`src/ctpt_pkg.sv`:
```
// ----------------------------------------------------------------------------
// ctpt_pkg: shared definitions for the camera trigger pulse train
// Opcodes, clamp limits, stream widths and the controller/datapath link.
// ----------------------------------------------------------------------------
package ctpt_pkg;

	localparam logic [2:0] OP_TICK   = 3'd0;
	localparam logic [2:0] OP_SINGLE = 3'd1;
	localparam logic [2:0] OP_START  = 3'd2;
	localparam logic [2:0] OP_STOP   = 3'd3;
	localparam logic [2:0] OP_FRAME  = 3'd4;

	localparam logic [19:0] WIDTH_MIN     = 20'd10;
	localparam logic [19:0] WIDTH_MAX     = 20'd1000000;
	localparam logic [19:0] WIDTH_RESET   = 20'd1000;
	localparam logic [31:0] PERIOD_MARGIN = 32'd100;
	localparam logic [31:0] PERIOD_MAX    = 32'd1800000000;

	localparam int S_TDATA_W = 64;
	localparam int M_TDATA_W = 72;

	// The catch-up dividend is below 2^31, so 31 restoring steps suffice.
	localparam int DIV_STEPS = 31;
	localparam int DIV_CNT_W = $clog2(DIV_STEPS + 1);

	typedef struct packed {
		logic accept;
		logic div_start;
		logic commit;
	} cmd_t;

	typedef struct packed {
		logic need_div;
		logic div_busy;
		logic out_free;
	} status_t;

endpackage

```
`src/ctpt_rem.sv`:
```
// ----------------------------------------------------------------------------
// ctpt_rem: serial remainder unit
// Restoring division, one quotient bit per cycle; only the remainder is kept.
// ----------------------------------------------------------------------------
module ctpt_rem
	import ctpt_pkg::*;
(
	input  logic        clk,
	input  logic        arst_n,
	input  logic        start,
	input  logic [30:0] dividend,
	input  logic [30:0] divisor,
	output logic        busy,
	output logic [30:0] remainder
);

	logic [30:0]          quo_q;
	logic [30:0]          rem_q;
	logic [DIV_CNT_W-1:0] cnt_q;
	logic                 busy_q;
	logic [31:0]          trial;
	logic [31:0]          rem_next;

	// The partial remainder stays below the divisor, so it fits in 31 bits.
	always_comb begin
		trial = {rem_q, quo_q[30]};
		if (trial >= {1'b0, divisor}) begin
			rem_next = trial - {1'b0, divisor};
		end else begin
			rem_next = trial;
		end
	end

	always_ff @(posedge clk or negedge arst_n) begin
		if (!arst_n) begin
			busy_q <= 1'b0;
			cnt_q  <= '0;
		end else if (start) begin
			busy_q <= 1'b1;
			cnt_q  <= DIV_CNT_W'(DIV_STEPS);
		end else if (busy_q) begin
			cnt_q <= cnt_q - 1'b1;
			if (cnt_q == DIV_CNT_W'(1)) begin
				busy_q <= 1'b0;
			end
		end
	end

	always_ff @(posedge clk) begin
		if (start) begin
			quo_q <= dividend;
			rem_q <= '0;
		end else if (busy_q) begin
			quo_q <= {quo_q[29:0], 1'b0};
			rem_q <= rem_next[30:0];
		end
	end

	assign busy      = busy_q;
	assign remainder = rem_q;

endmodule

```
`src/ctpt_dp.sv`:
```
// ----------------------------------------------------------------------------
// ctpt_dp: trigger datapath
// Holds the item, the trigger and train state, the width register and the
// output register, and computes the next state of one item.
// ----------------------------------------------------------------------------
module ctpt_dp
	import ctpt_pkg::*;
(
	input  logic                 clk,
	input  logic                 arst_n,
	input  cmd_t                 cmd,
	output status_t              status,
	input  logic [2:0]           s_tuser,
	input  logic [S_TDATA_W-1:0] s_tdata,
	output logic                 m_tvalid,
	input  logic                 m_tready,
	output logic [M_TDATA_W-1:0] m_tdata,
	input  logic                 cfg_we,
	input  logic [31:0]          cfg_wdata,
	output logic [19:0]          width
);

	logic [2:0]  op_q;
	logic [31:0] now_q;
	logic [31:0] per_q;

	logic [19:0] width_q;
	logic        pulse_active_q;
	logic [31:0] pulse_start_q;
	logic        train_active_q;
	logic [30:0] train_period_q;
	logic [31:0] next_deadline_q;
	logic [31:0] frame_count_q;

	logic                 m_tvalid_q;
	logic [M_TDATA_W-1:0] m_tdata_q;

	logic [19:0] wr_width;
	logic [31:0] since_start;
	logic [31:0] since_deadline;
	logic        pulse_held;
	logic        train_fire;
	logic [30:0] divisor;
	logic        div_busy;
	logic [30:0] remainder;
	logic [31:0] period_lo;
	logic [31:0] period_clamped;

	logic        pa_n;
	logic [31:0] ps_n;
	logic        ta_n;
	logic [30:0] tp_n;
	logic [31:0] nd_n;
	logic [31:0] fc_n;
	logic        started;
	logic        frame;

	always_comb begin
		if (cfg_wdata[19:0] < WIDTH_MIN) begin
			wr_width = WIDTH_MIN;
		end else if (cfg_wdata[19:0] > WIDTH_MAX) begin
			wr_width = WIDTH_MAX;
		end else begin
			wr_width = cfg_wdata[19:0];
		end
	end

	assign since_start    = now_q - pulse_start_q;
	assign since_deadline = now_q - next_deadline_q;
	assign pulse_held     = pulse_active_q && (since_start < {12'b0, width_q});
	assign train_fire     = train_active_q && !pulse_held && !since_deadline[31];
	assign divisor        = (train_period_q == '0) ? 31'd1 : train_period_q;

	ctpt_rem u_rem (
		.clk       (clk),
		.arst_n    (arst_n),
		.start     (cmd.div_start),
		.dividend  (since_deadline[30:0]),
		.divisor   (divisor),
		.busy      (div_busy),
		.remainder (remainder)
	);

	assign period_lo = {12'b0, width_q} + PERIOD_MARGIN;

	always_comb begin
		if (per_q < period_lo) begin
			period_clamped = period_lo;
		end else if (per_q > PERIOD_MAX) begin
			period_clamped = PERIOD_MAX;
		end else begin
			period_clamped = per_q;
		end
	end

	always_comb begin
		pa_n    = pulse_active_q;
		ps_n    = pulse_start_q;
		ta_n    = train_active_q;
		tp_n    = train_period_q;
		nd_n    = next_deadline_q;
		fc_n    = frame_count_q;
		started = 1'b0;
		frame   = 1'b0;
		unique case (op_q)
			OP_TICK: begin
				pa_n = pulse_held;
				if (train_fire) begin
					pa_n    = 1'b1;
					ps_n    = now_q;
					started = 1'b1;
					// Skipping all missed periods lands at now - (d mod p) + p.
					nd_n    = now_q - {1'b0, remainder} + {1'b0, divisor};
				end
			end
			OP_SINGLE: begin
				pa_n    = 1'b1;
				ps_n    = now_q;
				started = 1'b1;
			end
			OP_START: begin
				tp_n = period_clamped[30:0];
				nd_n = now_q;
				ta_n = 1'b1;
			end
			OP_STOP: begin
				ta_n = 1'b0;
			end
			OP_FRAME: begin
				fc_n  = frame_count_q + 32'd1;
				frame = 1'b1;
			end
			default: begin
			end
		endcase
	end

	always_ff @(posedge clk) begin
		if (cmd.accept) begin
			op_q  <= s_tuser;
			now_q <= s_tdata[31:0];
			per_q <= s_tdata[63:32];
		end
		if (cmd.commit) begin
			m_tdata_q <= {5'b0, ((started || frame) ? now_q : 32'd0), fc_n,
				frame, started, pa_n};
		end
	end

	always_ff @(posedge clk or negedge arst_n) begin
		if (!arst_n) begin
			width_q         <= WIDTH_RESET;
			pulse_active_q  <= 1'b0;
			pulse_start_q   <= '0;
			train_active_q  <= 1'b0;
			train_period_q  <= '0;
			next_deadline_q <= '0;
			frame_count_q   <= '0;
			m_tvalid_q      <= 1'b0;
		end else begin
			if (cfg_we) begin
				width_q <= wr_width;
			end
			if (cmd.commit) begin
				pulse_active_q  <= pa_n;
				pulse_start_q   <= ps_n;
				train_active_q  <= ta_n;
				train_period_q  <= tp_n;
				next_deadline_q <= nd_n;
				frame_count_q   <= fc_n;
				m_tvalid_q      <= 1'b1;
			end else if (m_tready) begin
				m_tvalid_q <= 1'b0;
			end
		end
	end

	assign status.need_div = (op_q == OP_TICK) && train_fire;
	assign status.div_busy = div_busy;
	assign status.out_free = !m_tvalid_q || m_tready;

	assign m_tvalid = m_tvalid_q;
	assign m_tdata  = m_tdata_q;
	assign width    = width_q;

endmodule

```
`src/ctpt_ctrl.sv`:
```
// ----------------------------------------------------------------------------
// ctpt_ctrl: trigger controller
// Sequences accept, evaluation, the catch-up division and the commit.
// ----------------------------------------------------------------------------
module ctpt_ctrl
	import ctpt_pkg::*;
(
	input  logic    clk,
	input  logic    arst_n,
	input  logic    s_tvalid,
	output logic    s_tready,
	input  status_t status,
	output cmd_t    cmd
);

	localparam logic [1:0] ST_IDLE   = 2'd0;
	localparam logic [1:0] ST_EVAL   = 2'd1;
	localparam logic [1:0] ST_DIV    = 2'd2;
	localparam logic [1:0] ST_COMMIT = 2'd3;

	logic [1:0] state_q;
	logic [1:0] state_n;

	always_comb begin
		state_n       = state_q;
		cmd.accept    = 1'b0;
		cmd.div_start = 1'b0;
		cmd.commit    = 1'b0;
		unique case (state_q)
			ST_IDLE: begin
				if (s_tvalid) begin
					cmd.accept = 1'b1;
					state_n    = ST_EVAL;
				end
			end
			ST_EVAL: begin
				if (status.need_div) begin
					cmd.div_start = 1'b1;
					state_n       = ST_DIV;
				end else begin
					state_n = ST_COMMIT;
				end
			end
			ST_DIV: begin
				if (!status.div_busy) begin
					state_n = ST_COMMIT;
				end
			end
			ST_COMMIT: begin
				if (status.out_free) begin
					cmd.commit = 1'b1;
					state_n    = ST_IDLE;
				end
			end
			default: begin
				state_n = ST_IDLE;
			end
		endcase
	end

	always_ff @(posedge clk or negedge arst_n) begin
		if (!arst_n) begin
			state_q <= ST_IDLE;
		end else begin
			state_q <= state_n;
		end
	end

	assign s_tready = (state_q == ST_IDLE);

endmodule

```
`src/camera_trigger_pulse_train.sv`:
```
// ----------------------------------------------------------------------------
// camera_trigger_pulse_train: timestamped camera trigger generator
// Flow: each transaction passes through accept, evaluation and a commit that
//   loads the output register; a tick that fires a train pulse also runs the
//   31-step serial remainder, and the commit waits for a free output register.
//   One item is in work at a time.
// Reset: arst_n clears the control, trigger, train and frame state and the
//   output valid flag; the pulse width returns to 1000 us.
// ----------------------------------------------------------------------------
module camera_trigger_pulse_train
	import ctpt_pkg::*;
(
	input  logic                 clk,
	input  logic                 arst_n,
	// Input stream. tuser: opcode[2:0]. tdata: now_us[31:0], period_us[63:32].
	input  logic                 s_tvalid,
	output logic                 s_tready,
	input  logic [2:0]           s_tuser,
	input  logic [S_TDATA_W-1:0] s_tdata,
	// Result stream. tdata: trigger_level[0], trigger_started[1],
	// frame_seen[2], frame_number[34:3], event_time_us[66:35], zeros above.
	output logic                 m_tvalid,
	input  logic                 m_tready,
	output logic [M_TDATA_W-1:0] m_tdata,
	// Configuration port; the pulse width register lies at byte address 0.
	input  logic                 psel,
	input  logic                 penable,
	input  logic                 pwrite,
	input  logic [2:0]           paddr,
	input  logic [31:0]          pwdata,
	output logic [31:0]          prdata,
	output logic                 pready
);

	// The controller moves each transaction through accept, evaluation, an
	// optional catch-up division and a commit that loads the output register.
	// The output register lets a new transaction be accepted while a result
	// still waits downstream.

	cmd_t        cmd;
	status_t     status;
	logic        cfg_we;
	logic [19:0] width;

	// Only word address zero holds a register; writes elsewhere are dropped.
	assign pready = 1'b1;
	assign cfg_we = psel && penable && pwrite && (paddr[2] == 1'b0);
	assign prdata = (paddr[2] == 1'b0) ? {12'b0, width} : 32'd0;

	ctpt_ctrl u_ctrl (
		.clk      (clk),
		.arst_n   (arst_n),
		.s_tvalid (s_tvalid),
		.s_tready (s_tready),
		.status   (status),
		.cmd      (cmd)
	);

	ctpt_dp u_dp (
		.clk       (clk),
		.arst_n    (arst_n),
		.cmd       (cmd),
		.status    (status),
		.s_tuser   (s_tuser),
		.s_tdata   (s_tdata),
		.m_tvalid  (m_tvalid),
		.m_tready  (m_tready),
		.m_tdata   (m_tdata),
		.cfg_we    (cfg_we),
		.cfg_wdata (pwdata),
		.width     (width)
	);

	// After an accepted transaction the block is busy in the following cycle.
	a_busy_after_accept: assert property (@(posedge clk) disable iff (!arst_n)
		(s_tvalid && s_tready) |=> !s_tready)
		else $error("input accepted on two consecutive cycles");

	// A pulse that began on this item leaves the trigger high.
	a_started_level: assert property (@(posedge clk) disable iff (!arst_n)
		(m_tvalid && m_tdata[1]) |-> m_tdata[0])
		else $error("trigger started but level low");

	// A pulse start and a frame edge never come from one transaction.
	a_event_exclusive: assert property (@(posedge clk) disable iff (!arst_n)
		m_tvalid |-> !(m_tdata[1] && m_tdata[2]))
		else $error("trigger start and frame edge in one result");

	// Without an event the reported time is zero.
	a_event_time_zero: assert property (@(posedge clk) disable iff (!arst_n)
		(m_tvalid && !m_tdata[1] && !m_tdata[2]) |-> (m_tdata[66:35] == 32'd0))
		else $error("event time reported without an event");

endmodule
```
`config.mk`:
```
export PLATFORM = sky130hd
export DESIGN_NAME = camera_trigger_pulse_train
export DESIGN_NICKNAME = d
export VERILOG_FILES = /design/src/ctpt_pkg.sv /design/src/ctpt_rem.sv /design/src/ctpt_dp.sv /design/src/ctpt_ctrl.sv /design/src/camera_trigger_pulse_train.sv
export SDC_FILE = /design/constraint.sdc
export NUM_CORES = 1
export LEC_CHECK = 0
export BUFFER_PORTS_ARGS = -buffer_cell sky130_fd_sc_hd__buf_2
export CAP_MARGIN = 20
export CORE_UTILIZATION = 30
export CTS_CLUSTER_DIAMETER = 100
export DETAILED_ROUTE_END_ITERATION = 12
export GPL_ROUTABILITY_DRIVEN = 0
export PLACE_DENSITY = 0.47
export SETUP_SLACK_MARGIN = 0.2
export SYNTH_ARGS = -nofsm -noshare
export SYNTH_HDL_FRONTEND = slang
export SYNTH_HIERARCHICAL = 1
export SYNTH_SLANG_ARGS = --single-unit
```
`constraint.sdc`:
```
create_clock -name clk -period 6.7 [get_ports clk]
set_clock_uncertainty 0.2 [all_clocks]
set_input_delay 1.34 -clock clk [delete_from_list [all_inputs] [get_ports clk]]
set_output_delay 1.34 -clock clk [all_outputs]
set_load 0.005 [all_outputs]
```
Word-level counts from Yosys, hierarchy flattened
Cells that the tools add are included.
- flip-flop bits (word level): 354
- logic and storage cells: 108
- bits of input ports: 109
- output and inout bits: 107
- multiplexer cells: 38
- bitwise operators: 1
- add/sub/neg operators: 8
- equality and inequality tests: 12
- reductions and logical operators: 25
- magnitude comparators: 6
- operators with widths (kind ; number):
    $mux 31 ; 6
    $pmux 32 s2 ; 2
    $mux 32 ; 3
    $sub 32x32->32 ; 2
    $mux 20 ; 3
    $add 32x1->32 const B ; 1
    $add 32x31->32 ; 1
    $ge 32x31->1 ; 1
    $gt 32x31->1 const B ; 1
    $lt 32x20->1 ; 1
    $lt 32x21->1 ; 1
    $sub 32x31->32 ; 1
    $logic_not 31->1 ; 1
    $sub 31x31->31 ; 1
    $add 20x7->21 const B ; 1
    $gt 20x20->1 const B ; 1
    $lt 20x4->1 const B ; 1
    $mux 1 ; 15
    $mux 5 ; 2
    $reduce_bool 2->1 ; 5
    $reduce_and 3->1 ; 3
    $pmux 2 s4 ; 1
    $logic_and 1x1->1 ; 7
    $eq 3x2->1 const B ; 2
    other kinds (16) ; 27

Depth between registers and ports, before layout
Gate-level depths: netlist of run 1.
- depth after elaboration: 10
- depth in mapped cells: 27
- mapped depth without buffers: 26

Hierarchy
Netlist of run 1, hierarchy kept.
- modules (own cells, without submodules) (module ; seq. area each (µm²) ; area an instance (µm²) ; cells an instance ; times used):
    ctpt_dp ; 7785.0 ; 18616.6 ; 1906 ; 1
    ctpt_rem ; 1701.6 ; 4904.7 ; 543 ; 1
    camera_trigger_pulse_train ; 0.0 ; 312.8 ; 38 ; 1
    ctpt_ctrl ; 50.0 ; 206.4 ; 20 ; 1

Worst setup path before layout of run 1
OpenSTA, ideal clock, no wires.
- path type: flip-flop to flip-flop
- from: register u_dp.now_q[5]
- to: register u_dp.u_rem.quo_q[0] (enable)
- cell stages (with the launch flop): 23
- path buffers: 1
- period minus slack after synthesis: 5469 ps
- setup slack: 1231 ps
- required time: 6102 ps
- data arrival time: 4871 ps
- setup time: 398 ps
- cell sequence: edfxtp_1 -> ha_1 -> a21o_1 -> a21o_1 -> a2111oi_0 -> o21ai_0 -> nand4_1 -> nand2b_1 -> xor2_1 -> ha_1 -> a21oi_1 -> nor2b_1 -> o21ai_0 -> o211ai_1 -> nor4_1 -> nand4_1 -> or4_4 -> o31ai_4 -> nor4_1 -> and2_1 -> clkbuf_1 -> nor2_1 -> inv_1
- RTL lines (what ; line ; RTL):
    from (decl) ; ctpt_dp.sv:24 ; logic [31:0] now_q;
    from (signal assigned) ; ctpt_dp.sv:141 ; now_q <= s_tdata[31:0];
    to (signal assigned) ; ctpt_rem.sv:51 ; quo_q <= dividend;
    to (signal assigned) ; ctpt_rem.sv:54 ; quo_q <= {quo_q[29:0], 1'b0};
    to (decl) ; ctpt_rem.sv:17 ; logic [30:0] quo_q;

==> out/metrics.csv, run 1 <==
metric,value,unit
clock buffer depth,3,
Hold EP,u_dp/next_deadline_q[18],
Antenna Cells,0,
Fillers,8102,
Worst R2R Path Depth,26,
P_sw,0.007159,W
"commonest non-fill, non-tap cells in the layout","inv_1, buf_2, nor2_1",
fin util,34.81,%
VDD IR-drop max,225.8,uV
sequential power share,23.5,%
FF-to-FF End,u_dp/u_rem/remainder[27],
Vias/cell,4.936,
min Tclk post-route,5.882,ns
worst endpoint required time,7.02,ns
Final HPWL DP,54170,um
Syn. warnings,6,
nets,2976,
internal power,0.008402,W
Worst Hold Depth,1,
sequential element share of the synthesized area,39.67,%
status,"finished, final reports clean",
largest net degree at the start of global routing,81,
max-cap violations,0,
layout cells sized above 1,14.68,%
power share of the clock group,16.6,%
R2R Path Start,u_dp/now_q[0],
Inserted Clock Buffers,45,
ys flop type,edfxtp_1,
switching share of total power,46.00,%
register area,0.009538,mm2
CP Max Fanout,14,
highest clock rate,0.1700,GHz
initial drt markers,1042,
Fin. Hold Viols,0,
total power,0.01556,W
#FFs+latches synth,354,
Worst-Skew Late Latency,0.60,ns
CTS root buffer,clkbuf_16,
vias in the first global route,18480,
first-pass GRT wire length,106100,um
Post-Synthesis Cells,2507,
final WL,68850,um
relative slew slack,35.24,%
Slew Limit Fails,0,
Worst-Margin Slew,0.9714,ns
Ports,216,
initial antenna violation count,1,
P_leak,12.22,nW
Min-Delay Startpoint,u_dp/next_deadline_q[18],
mapped cell area,0.02404,mm2
ANT nets after route,0,
gr usage total,16.62,%
RSZ-0062 raised after global routing,false,
Combinational Power Share,59.9,%
Async SR Flop Fraction,44.63,%
Layout area overhead,14.59,%
Core Region,0.07913,mm2
Worst-path clk slew,0.06,ns
clk sink count,354,
number of flops mapped to enable cells by yosys,165,
Die Wd,285.1,um
WP data arrival,6.20,ns
drt wl/cell,18.37,um
PortBufs,183,
TritonRoute pass-1 iters,5,
Final TNS setup,0,ns
PwrDens,564.9,mW/mm2
Core Rows,103,
Cell variety after synth,98,
Area contributors post-synth,"edfxtp_1, dfrtp_1, ha_1",
Final period util,87.78,%
Yosys top cell area share,20.61,%
leading area contributor after synthesis,edfxtp_1,
Residual DRC,0,
Die Span Y,285.1,um
multi-input logic area,0.01291,mm2
Hold Crit Class,register to register,
Initial Util,30.38,%
kind of critical path,register to register,
Die ar.,0.08127,mm2
total grt overflow,0,
"commonest non-fill, non-tap cell in the layout",inv_1,
Via Count,18500,
register-to-register setup slack,0.82,ns
Post-CTS Hold Fix Bufs,0,
post-CTS setup buffer count,0,
number of H-tree levels,2,
CP startpoint kind,register,
Mean Syn Cell Area,9.589,um2
post-CTS resize count,0,
CP Capture Type,register,
CTS tree,yes,
Final setup violation count,0,
synthesized netlist by cell type (45+ instances only):
cell type  number
nor2_1        174
a21oi_1       143
clkbuf_1       72
xor2_1         71
nand3_1        49
nor3_1         45
nand4_1        47
mux2i_1        57
inv_1         275
ha_1          172
dfrtp_1       152
nand2_1       168
xnor2_1       114
o21ai_0       135
a21o_1         56
edfxtp_1      165
cell families (layout without fill, tap and decap cells):
| logic type | after synthesis | count (layout) | synth area share [%] |
|---|---|---|---|
| other cells | 3 | 18 | 0.04684 |
| fa+ha+maj | 206 | 206 | 11.78 |
| simple gates | 689 | 689 | 14.51 |
| mux | 110 | 110 | 4.918 |
| flops | 354 | 354 | 39.67 |
| buf+inv | 397 | 573 | 6.943 |
| compound gates | 563 | 563 | 15.39 |
| xor+xnor | 185 | 185 | 6.740 |
metal layers:
layer / global-route usage (%) / up-vias / wire length (um)
li1: - / 9083 / -
met1: 23.20 / 8811 / 33350
met2: 27.08 / 510 / 30890
met3: 1.976 / 96 / 2990
met4: 4.452 / 0 / 1624
met5: 0 / - / 0
area by class of cell:
cell class	instances	share of cell area (%)
clock inverter	28	1.358
clock buffer	56	4.383
tap	1050	4.769
inverter	275	3.747
sequential	354	34.62
multi-input combinational	1771	46.88
timing repair buffer	214	4.238
metrics by stage:
stage | std cells | area (um2) | setup slack (ns) | hold WS [ns]
2_1_floorplan | 2522 | 24100 | 1.231 | 0.2593
3_3_place_gp | 3664 | 25970 | 0.8928 | 0.2759
3_5_place_dp | 3664 | 25970 | 0.8390 | 0.2769
4_1_cts | 3748 | 27550 | 0.8014 | 0.2888
5_1_grt | 3748 | 27550 | 0.2805 | 0.3052
6_report | 3748 | 27550 | 0.8185 | 0.2854
flip-flops by register name, indices dropped and copies added, names as in the netlist, 5 cells and up:
name                  count
u_dp/frame_count_q       32
u_dp/u_rem/remainder     31
u_dp/u_rem/quo_q         31
u_dp/m_tdata             67
u_dp/now_q               32
u_dp/pulse_start_q       32
u_dp/per_q               32
u_dp/next_deadline_q     32
u_dp/width               20
u_dp/train_period_q      31
u_dp/u_rem/cnt_q          5
critical path, stage by stage, from the launching register on:
cell and delay (ns):
edfxtp_1 0.47, inv_1 0.15, ha_1 0.17, inv_1 0.05
fa_1 0.40, a21o_1 0.20, nand4_1 0.15, nand4_1 0.20
nand2_1 0.19, o21a_1 0.20, o211ai_1 0.11, xor2_1 0.18
ha_1 0.19, a21oi_1 0.12, nor2b_1 0.06, o21ai_0 0.21
o211ai_1 0.13, nor4_1 0.25, nand4_1 0.13, or4_4 0.47
o31ai_4 0.26, nor4_1 0.09, and2_2 0.33, nor2b_1 0.21
nand2b_1 0.29, a21oi_1 0.23, o2bb2ai_1 0.12
how the worst max path moves through the flow:
stage / from / to / slack [ns] / cells after the start
after global routing: u_dp/now_q[0] / u_dp/u_rem/remainder[27] / 0.28 / 26
after CTS: u_dp/now_q[0] / u_dp/u_rem/quo_q[28] / 0.80 / 22
after global placement: u_dp/now_q[0] / u_dp/u_rem/quo_q[9] / 0.89 / 24
final: u_dp/now_q[0] / u_dp/u_rem/remainder[27] / 0.82 / 26
after detailed placement: u_dp/now_q[0] / u_dp/u_rem/quo_q[4] / 0.84 / 24
after floorplan: u_dp/now_q[5] / u_dp/u_rem/quo_q[0] / 1.23 / 22
power by group through the flow:
stage	combinational, W	clock, W	sequential (W)
after global placement	0.00906	0	0.00369
after detailed placement	0.00921	0	0.00370
final	0.00932	0.00259	0.00365
after global routing	0.0104	0.00275	0.00374
after floorplan	0.00700	0	0.00348
after CTS	0.00926	0.00267	0.00366
Power figures use the tool's default switching activity.
==> run 2: changes to the inputs <==
--- a/config.mk
+++ b/config.mk
@@ -7,11 +7,13 @@
 export LEC_CHECK = 0
 export BUFFER_PORTS_ARGS = -buffer_cell sky130_fd_sc_hd__buf_2
 export CAP_MARGIN = 20
+export CELL_PAD_IN_SITES_DETAIL_PLACEMENT = 0
+export CELL_PAD_IN_SITES_GLOBAL_PLACEMENT = 1
 export CORE_UTILIZATION = 30
 export CTS_CLUSTER_DIAMETER = 100
 export DETAILED_ROUTE_END_ITERATION = 12
 export GPL_ROUTABILITY_DRIVEN = 0
-export PLACE_DENSITY = 0.47
+export PLACE_DENSITY = 0.57
 export SETUP_SLACK_MARGIN = 0.2
 export SYNTH_ARGS = -nofsm -noshare
 export SYNTH_HDL_FRONTEND = slang
==> constraint.sdc (replaced) <==
create_clock -name clk -period 6.9 [get_ports clk]
set_clock_uncertainty 0.2 [all_clocks]
set_input_delay 1.38 -clock clk [delete_from_list [all_inputs] [get_ports clk]]
set_output_delay 1.38 -clock clk [all_outputs]
set_load 0.005 [all_outputs]
==> run 2 against run 1 <==
Hold slack better by 0.00059 ns. First-iteration DRC count is 3.2% lower. Critical path depth is 2 lower. Highest routed layer unchanged.
==> out/metrics.csv, run 2 (same netlist as run 1, synthesis figures left out) <==
metric,value,unit,change
status,"finished, final reports clean",,unchanged
Die ar.,0.08127,mm2,unchanged
Fin. Hold Viols,0,,unchanged
Initial Util,30.38,%,unchanged
first-pass GRT wire length,109500,um,was 106100 um
Slew Limit Fails,0,,unchanged
min Tclk post-route,6.370,ns,was 5.882 ns
P_leak,12.17,nW,was 12.22 nW
CP Max Fanout,14,,unchanged
gr usage total,17.28,%,was 16.62%
WP data arrival,6.68,ns,was 6.20 ns
Hold Crit Class,register to register,,unchanged
dpl ws,0.6013,ns,was 0.8390 ns
RSZ-0062 raised after global routing,false,,unchanged
Layout area overhead,14.08,%,was 14.59%
total grt overflow,0,,unchanged
drt wl/cell,18.98,um,was 18.37 um
post-CTS setup buffer count,0,,unchanged
post-CTS resize count,0,,unchanged
layout cells sized above 1,14.66,%,was 14.68%
Post-CTS Hold Fix Bufs,0,,unchanged
Via Count,18470,,was 18500
nets,2981,,was 2976
worst endpoint required time,7.21,ns,was 7.02 ns
max-cap violations,0,,unchanged
Inserted Clock Buffers,44,,was 45
Die Span Y,285.1,um,unchanged
Vias/cell,4.922,,was 4.936
CP Capture Type,register,,unchanged
clock buffer depth,3,,unchanged
Ports,216,,unchanged
Antenna Cells,0,,unchanged
"commonest non-fill, non-tap cells in the layout","inv_1, buf_2, nor2_1",,unchanged
relative slew slack,29.01,%,was 35.24%
CP startpoint kind,register,,unchanged
largest net degree at the start of global routing,68,,was 81
ANT nets after route,0,,unchanged
Worst-Margin Slew,1.065,ns,was 0.9714 ns
Final HPWL DP,56420,um,was 54170 um
Core Rows,103,,unchanged
Final TNS setup,0,ns,unchanged
vias in the first global route,18570,,was 18480
VDD IR-drop max,242.9,uV,was 225.8 uV
CTS tree,yes,,unchanged
Residual DRC,0,,unchanged
Core Region,0.07913,mm2,unchanged
number of H-tree levels,2,,unchanged
initial antenna violation count,0,,was 1
TritonRoute pass-1 iters,5,,unchanged
final worst slack,0.5296,ns,was 0.8185 ns
Final setup violation count,0,,unchanged
PortBufs,183,,unchanged
"commonest non-fill, non-tap cell in the layout",inv_1,,unchanged
final WL,71200,um,was 68850 um
CTS root buffer,clkbuf_16,,unchanged
PwrDens,543.2,mW/mm2,was 564.9 mW/mm2
Final period util,92.32,%,was 87.78%
max reg flops,67,,unchanged
Worst-Skew Late Latency,0.59,ns,was 0.60 ns
highest clock rate,0.1570,GHz,was 0.1700 GHz
clk sink count,354,,unchanged
Worst-path clk slew,0.05,ns,was 0.06 ns
Die Wd,285.1,um,unchanged
kind of critical path,register to register,,unchanged
initial drt markers,1009,,was 1042
==> run 2: changes by cell type in the layout (fill, tap and decap cells not counted), moves of 2 or more <==
cell       previous run  this run
buf_4                30        35
clkinv_2              6        11
bufinv_16             7         3
clkinv_1              6         9
clkinv_4              3         0
inv_16                3         1
==> run 2: critical path, stage by stage, from the launching register on <==
cell,delay (ns)
edfxtp_1,0.44
inv_1,0.13
ha_1,0.17
inv_1,0.06
fa_1,0.39
a21o_1,0.19
nand4_1,0.16
nand4_1,0.24
nand2_1,0.22
o21a_1,0.20
xnor2_1,0.15
ha_1,0.27
o21a_1,0.18
o2111ai_1,0.22
a21oi_1,0.17
nor4_1,0.29
nand4_1,0.12
or4_4,0.46
o31ai_4,0.40
nor4_1,0.19
and2_2,0.36
nor2b_1,0.35
nand2b_1,0.34
a21oi_1,0.25
o2bb2ai_1,0.13
==> run 2: path summary, 6_finish.rpt <==
path                                   startpoint                        to  slack (ns)  cells past startpoint
max                                 u_dp/now_q[0]  u_dp/u_rem/remainder[27]        0.53                     24
min                        u_dp/frame_count_q[31]    u_dp/frame_count_q[31]        0.29                      1
max reg2reg                         u_dp/now_q[0]  u_dp/u_rem/remainder[27]        0.53                     24
min reg2reg                u_dp/frame_count_q[31]    u_dp/frame_count_q[31]        0.29                      1
max in group asynchronous                  arst_n           u_dp/u_rem/busy        4.66                      2
min in group asynchronous                  arst_n    u_dp/frame_count_q[11]        0.49                      1
==> run 2: per-stage QoR <==
step / cell area [um2] / hold slack (ns) / total power [W] / std cells / utilization, %
floorplan: 24100 / 0.2593 / 0.01017 / 2522 / -
global placement: 26020 / 0.2763 / 0.01253 / 3670 / 32.88
detailed placement: 26020 / 0.2773 / 0.01261 / 3670 / 32.88
CTS: 27430 / 0.2887 / 0.01499 / 3752 / 34.66
global route: 27430 / 0.3043 / 0.01624 / 3752 / 34.66
finish: 27430 / 0.2860 / 0.01490 / 3752 / 34.66
==> run 2: layout make-up <==
class	instances	area [um2]
timing repair buffer	220	1225
sequential	354	9538
multi-input combinational	1771	12910
inverter	275	1032
clock buffer	56	1186
clock inverter	26	224.0
fill	8146	51700
tap	1050	1314
==> run 2: where the power goes <==
part / internal, W / switching (W)
combinational: 0.00365 / 0.00540
sequential: 0.00300 / 0.000573
clock: 0.00133 / 0.000936
total: 0.00799 / 0.00691
==> run 2: metal layers <==
layer / global-route usage [%] / up-vias / wire, um
li1: - / 9094 / -
met1: 24.53 / 8824 / 34630
met2: 27.43 / 456 / 31740
met3: 2.200 / 94 / 3066
met4: 4.880 / 0 / 1765
met5: 0 / - / 0
